==> src/rtl/core/call_stack_exclusive_time_profiler_unit_defines.svh <==
// assertion macros shared by the profiler rtl
// depends on nothing; included by the files that carry assertions
`ifndef CALL_STACK_EXCLUSIVE_TIME_PROFILER_UNIT_DEFINES_SVH
`define CALL_STACK_EXCLUSIVE_TIME_PROFILER_UNIT_DEFINES_SVH

// same-cycle implication, idle during reset
`define CSTP_ASSERT_NOW(name, clk, rst, ante, cons) \
   name: assert property (@(posedge clk) disable iff (rst) (ante) |-> (cons)) \
      else $error("cstp assertion failed");

// next-cycle implication, idle during reset
`define CSTP_ASSERT_NEXT(name, clk, rst, ante, cons) \
   name: assert property (@(posedge clk) disable iff (rst) (ante) |=> (cons)) \
      else $error("cstp assertion failed");

`endif

==> src/rtl/core/cstp_pkg.sv <==
// shared constants, codes and types of the call stack profiler
// depends on nothing
`default_nettype none

package cstp_pkg;

   localparam int NUM_FUNCS   = 128;
   localparam int STACK_DEPTH = 256;

   localparam int CMD_W  = 2;
   localparam int FID_W  = 7;
   localparam int TS_W   = 32;
   localparam int TOT_W  = 32;
   localparam int STAT_W = 2;

   localparam int REQ_TDATA_W = ((FID_W + TS_W + 7) / 8) * 8;
   localparam int RSP_TDATA_W = ((FID_W + TOT_W + 7) / 8) * 8;

   localparam int LVL_W   = $clog2(STACK_DEPTH + 1);
   localparam int PTR_W   = (STACK_DEPTH > 1) ? $clog2(STACK_DEPTH) : 1;
   localparam int FUNC_AW = (NUM_FUNCS > 1) ? $clog2(NUM_FUNCS) : 1;
   localparam int FRAME_W = 2 * TS_W;

   localparam logic [CMD_W-1:0] CMD_START = 2'd0;
   localparam logic [CMD_W-1:0] CMD_END   = 2'd1;
   localparam logic [CMD_W-1:0] CMD_READ  = 2'd2;

   localparam logic [STAT_W-1:0] ST_OK    = 2'd0;
   localparam logic [STAT_W-1:0] ST_EMPTY = 2'd1;
   localparam logic [STAT_W-1:0] ST_FULL  = 2'd2;

   typedef enum logic [3:0] {
      S_IDLE = 4'b0001,
      S_DUR  = 4'b0010,
      S_EXCL = 4'b0100,
      S_UPD  = 4'b1000
   } state_type;

   // frame word: start time in the upper half, callee time in the lower
   typedef struct packed {
      logic               en;
      logic [PTR_W-1:0]   addr;
      logic [FRAME_W-1:0] data;
   } frame_wr_type;

   typedef struct packed {
      logic               en;
      logic [FUNC_AW-1:0] addr;
      logic [TOT_W-1:0]   data;
   } total_wr_type;

endpackage

`default_nettype wire

==> src/rtl/core/cstp_total_mem.sv <==
// per-function exclusive totals, one registered read port, one write port
// entries read as zero until first written; depends on cstp_pkg
`default_nettype none

module cstp_total_mem (
   input  wire                          clock,
   input  wire                          reset,
   input  wire                          rd_en,
   input  wire  [cstp_pkg::FUNC_AW-1:0] rd_addr,
   output logic [cstp_pkg::TOT_W-1:0]   rd_data,
   input  wire  cstp_pkg::total_wr_type wr
);
   import cstp_pkg::*;

   logic [TOT_W-1:0]     mem [NUM_FUNCS];
   logic [NUM_FUNCS-1:0] valid_ff;
   logic [TOT_W-1:0]     rd_word_ff;
   logic                 rd_valid_ff;

   always_ff @(posedge clock) begin
      if (wr.en) begin
         mem[wr.addr] <= wr.data;
      end
      if (rd_en) begin
         rd_word_ff <= mem[rd_addr];
      end
   end

   always_ff @(posedge clock) begin
      if (reset) begin
         valid_ff    <= '0;
         rd_valid_ff <= 1'b0;
      end else begin
         if (wr.en) begin
            valid_ff[wr.addr] <= 1'b1;
         end
         if (rd_en) begin
            rd_valid_ff <= valid_ff[rd_addr];
         end
      end
   end

   assign rd_data = rd_valid_ff ? rd_word_ff : '0;

endmodule

`default_nettype wire

==> config.mk <==
export PLATFORM = sky130hd
export DESIGN_NAME = cstp_total_mem
export DESIGN_NICKNAME = d
export VERILOG_FILES = /design/src/rtl/core/call_stack_exclusive_time_profiler_unit_defines.svh /design/src/rtl/core/cstp_pkg.sv /design/src/rtl/core/cstp_total_mem.sv
export SDC_FILE = /design/constraint.sdc
export NUM_CORES = 2
export LEC_CHECK = 0
export BUFFER_PORTS_ARGS = -buffer_cell sky130_fd_sc_hd__buf_4
export CELL_PAD_IN_SITES_DETAIL_PLACEMENT = 0
export CELL_PAD_IN_SITES_GLOBAL_PLACEMENT = 2
export CORE_MARGIN = 2
export CORE_UTILIZATION = 50
export DETAILED_ROUTE_END_ITERATION = 7
export PLACE_DENSITY = 0.76
export SYNTH_ARGS = -nofsm -noshare
export SYNTH_HDL_FRONTEND = slang
export SYNTH_SLANG_ARGS = --single-unit
==> constraint.sdc <==
create_clock -name clock -period 4.3 [get_ports clock]
set_input_delay 0.43 -clock clock [delete_from_list [all_inputs] [get_ports clock]]
set_output_delay 0.43 -clock clock [all_outputs]
set_load 0.005 [all_outputs]
==> reports/results.ini <==
[outcome]
outcome=finished clean

[detailed_routing]
drtPass1Iterations=6
wl_mm=422.3
antenna_left=0
drc_errors=0
via_per_inst=6.394
num_vias=75340
drt_iter0_markers=11120
wire_per_inst_um=35.84

[grt]
grt_pass1_wl_mm=586.6
grt_pass1_vias=75060
gr-total-overflow=0
antenna_found_initial=63
grt_usage=0.2559
grt_max_degree=95

[timing]
period_share=0.7298
worst_pin_slew_ns=1.210
period_needed_ns=3.138
setup_viol=0
rsz0062_at_grt=false
final-max-slew-violation-count=0
tns_ns=0
finalHoldViolations=0
fmax_mhz=318.7
slew_headroom=0.1924
final.setup_skew_ns=0.05432
hold_ws_ns=0.03065

[synth]
synthesis.instances=6586
synth.avg_cell_area_um2=24.57
synth.distinct_cells=36
seq_area_frac_synth=0.7820
syn-num-nets=6636
netlist_area_um2=161800
yosysWarnings=0
synth_seq_cells=4257

[placement]
hpwlAfterDp_mm=237.7
io_buffer_count=81
gp_congestion=0.8088
dp_cells=11000

[cells_and_area]
nFillCells=22720
register_area_um2=126500
areaGrowthSynthToFinish_pct=14.23
fin_nets=7161
multi_input_area_um2=34610
fin_util=0.5746
stdcell_count=11780
drive_gt1_frac=0.3484

[setup_path]
critPathCaptureType=flip-flop
critPathSlowestCell=mux4_2
path_class=primary input to flip-flop
rr_worst_depth=5
start_kind=primary input
cp.arrival_ns=3.79
crit_fanout=30
critPathBufInv=4
cpPeakStageDelay_ns=0.60
path_cells=buf_16 > buf_12 > buf_12 > buf_4 > mux4_2 > mux4_2 > mux4_2 > nand2b_1 > nand2_1
cpMostUsedCell=mux4_2
crit_family=multiplexers
cp.depth=9
cp.required_ns=4.95

[floorplan]
die_y_um=572.9
initial_core_util=0.5030
core-area_um2=321700
dieArea_um2=328200
io_pins=82
rows=208
die_x_um=572.9

[cts]
ctsResizeCount=0
clkTransAtPathRegs_ns=0.06
cts_buffers=418
clock_path_buffers=4
cts_tree=yes
clock-sinks=4257
ctsHtreeMaxLevel=5
cts_root_buffer=clkbuf_16
clk_latency_ns=0.95

[pwr]
total_power_w=0.08708
p_leak_nw=57.33
ir_worst_vdd_mv=0.3575
powerDensity_nw_per_um2=471.1

[hold_path]
hold_class=primary input to flip-flop
min_path_cells=1

[run]
drv_cap=0

stage by stage:
step / worst slack (ns) / instance area [um2]
after floorplan: 0.8120 / 161800
after global placement: 0.1549 / 171000
after detailed placement: 0.1485 / 171000
after CTS: 1.122 / 184800
after global routing: 1.114 / 184800
final: 1.162 / 184800
cell families after synthesis:
logic type | Yosys count | synth area share
flip-flops | 4257 | 0.7820
multiplexers | 1382 | 0.1918
AND/OR/NAND/NOR | 580 | 0.01527
buffers and inverters | 350 | 0.01008
AO/OA/AOI/OAI | 17 | 0.0008119
per-layer routing:
| metal | up-vias | track usage | part of all wire |
|---|---|---|---|
| met4 | 2 | 0.05551 | 0.020 |
| met5 | - | 0 | 0.000038 |
| met2 | 3811 | 0.4029 | 0.48 |
| met1 | 41600 | 0.3786 | 0.40 |
| met3 | 524 | 0.04729 | 0.096 |
| li1 | 29400 | - | - |
path summary, 6_finish.rpt:
kind                startpoint             end  slack, ns
setup / recovery    rd_addr[0]  rd_word_ff[12]       1.16
hold / removal           wr[1]      mem[50][1]       0.03
setup reg to reg   mem[27][24]  rd_word_ff[24]       1.46
hold reg to reg   valid_ff[46]    valid_ff[46]       0.47
report_power, final:
part | internal (W) | switching [W] | total (W)
clock network | 0.0215 | 0.0154 | 0.0369
registers | 0.0457 | 0.000100 | 0.0458
logic | 0.00173 | 0.00269 | 0.00442
total | 0.0689 | 0.0182 | 0.0871
cell usage in the layout, fill, tap and decap left out, drive strengths merged, types with 3 or more instances in the layout:
master	instances
bufinv	54
o22ai	3
clkbuf	495
and2	32
clkinv	180
nor2	388
clkinvlp	29
nor2b	8
nor3	4
nand4	5
diode	18
mux4	1375
or3b	3
mux2i	5
nand3	12
nand3b	7
inv	11
edfxtp	4128
or2	6
nand2	75
dfxtp	129
nand2b	36
buf	453
Yosys cell counts (all sizes together):
| library cell | instances | area share |
|---|---|---|
| nor2 | 388 | 0.0090 |
| edfxtp | 4128 | 0.77 |
| o21ba | 2 | 0.00012 |
| or3 | 2 | 0.000077 |
| nand3 | 12 | 0.00037 |
| mux2i | 5 | 0.00031 |
| dfxtp | 129 | 0.016 |
| nand3b | 7 | 0.00032 |
| nand4 | 5 | 0.00019 |
| inv | 1 | 0.000023 |
| o21a | 2 | 0.000093 |
| a211oi | 2 | 0.000093 |
| nor2b | 8 | 0.00031 |
| nand4b | 1 | 0.000054 |
| mux4 | 1375 | 0.19 |
| buf | 186 | 0.0063 |
| a311oi | 1 | 0.000054 |
| o211ai | 1 | 0.000046 |
| nand2 | 75 | 0.0017 |
| o21ai | 1 | 0.000031 |
| o311ai | 1 | 0.000054 |
| mux2 | 2 | 0.00014 |
| o22ai | 3 | 0.00012 |
| or3b | 3 | 0.00016 |
| or2 | 6 | 0.00023 |
| nor3 | 4 | 0.00012 |
| o32a | 1 | 0.000062 |
| nand2b | 36 | 0.0014 |
| and3b | 1 | 0.000054 |
| clkbuf | 163 | 0.0038 |
| and2 | 32 | 0.0012 |
| a2111oi | 2 | 0.00011 |
| a21oi | 1 | 0.000031 |
registers in the layout (all words and copies together), names as in the netlist:
| register | count |
|---|---|
| valid_ff | 128 |
| rd_word_ff | 32 |
| rd_valid_ff | 1 |
| mem | 4096 |
what timing repair did:
| action | 4_1_cts | 5_1_grt |
|---|---|---|
| hold buffers | 1 | 0 |
| endpoints found under the hold margin | 17 | 0 |
| buffers inserted | 0 | 0 |
area by class of cell:
class	count	area share
inverters	1	0.00002031
well taps	4305	0.02914
repair buffers	454	0.02403
diodes	18	0.0002437
multi-input cells	1979	0.1872
clock inverters	273	0.01531
flip-flops and latches	4257	0.6846
clock buffers	495	0.05941
(Power assumes the default switching activity.)
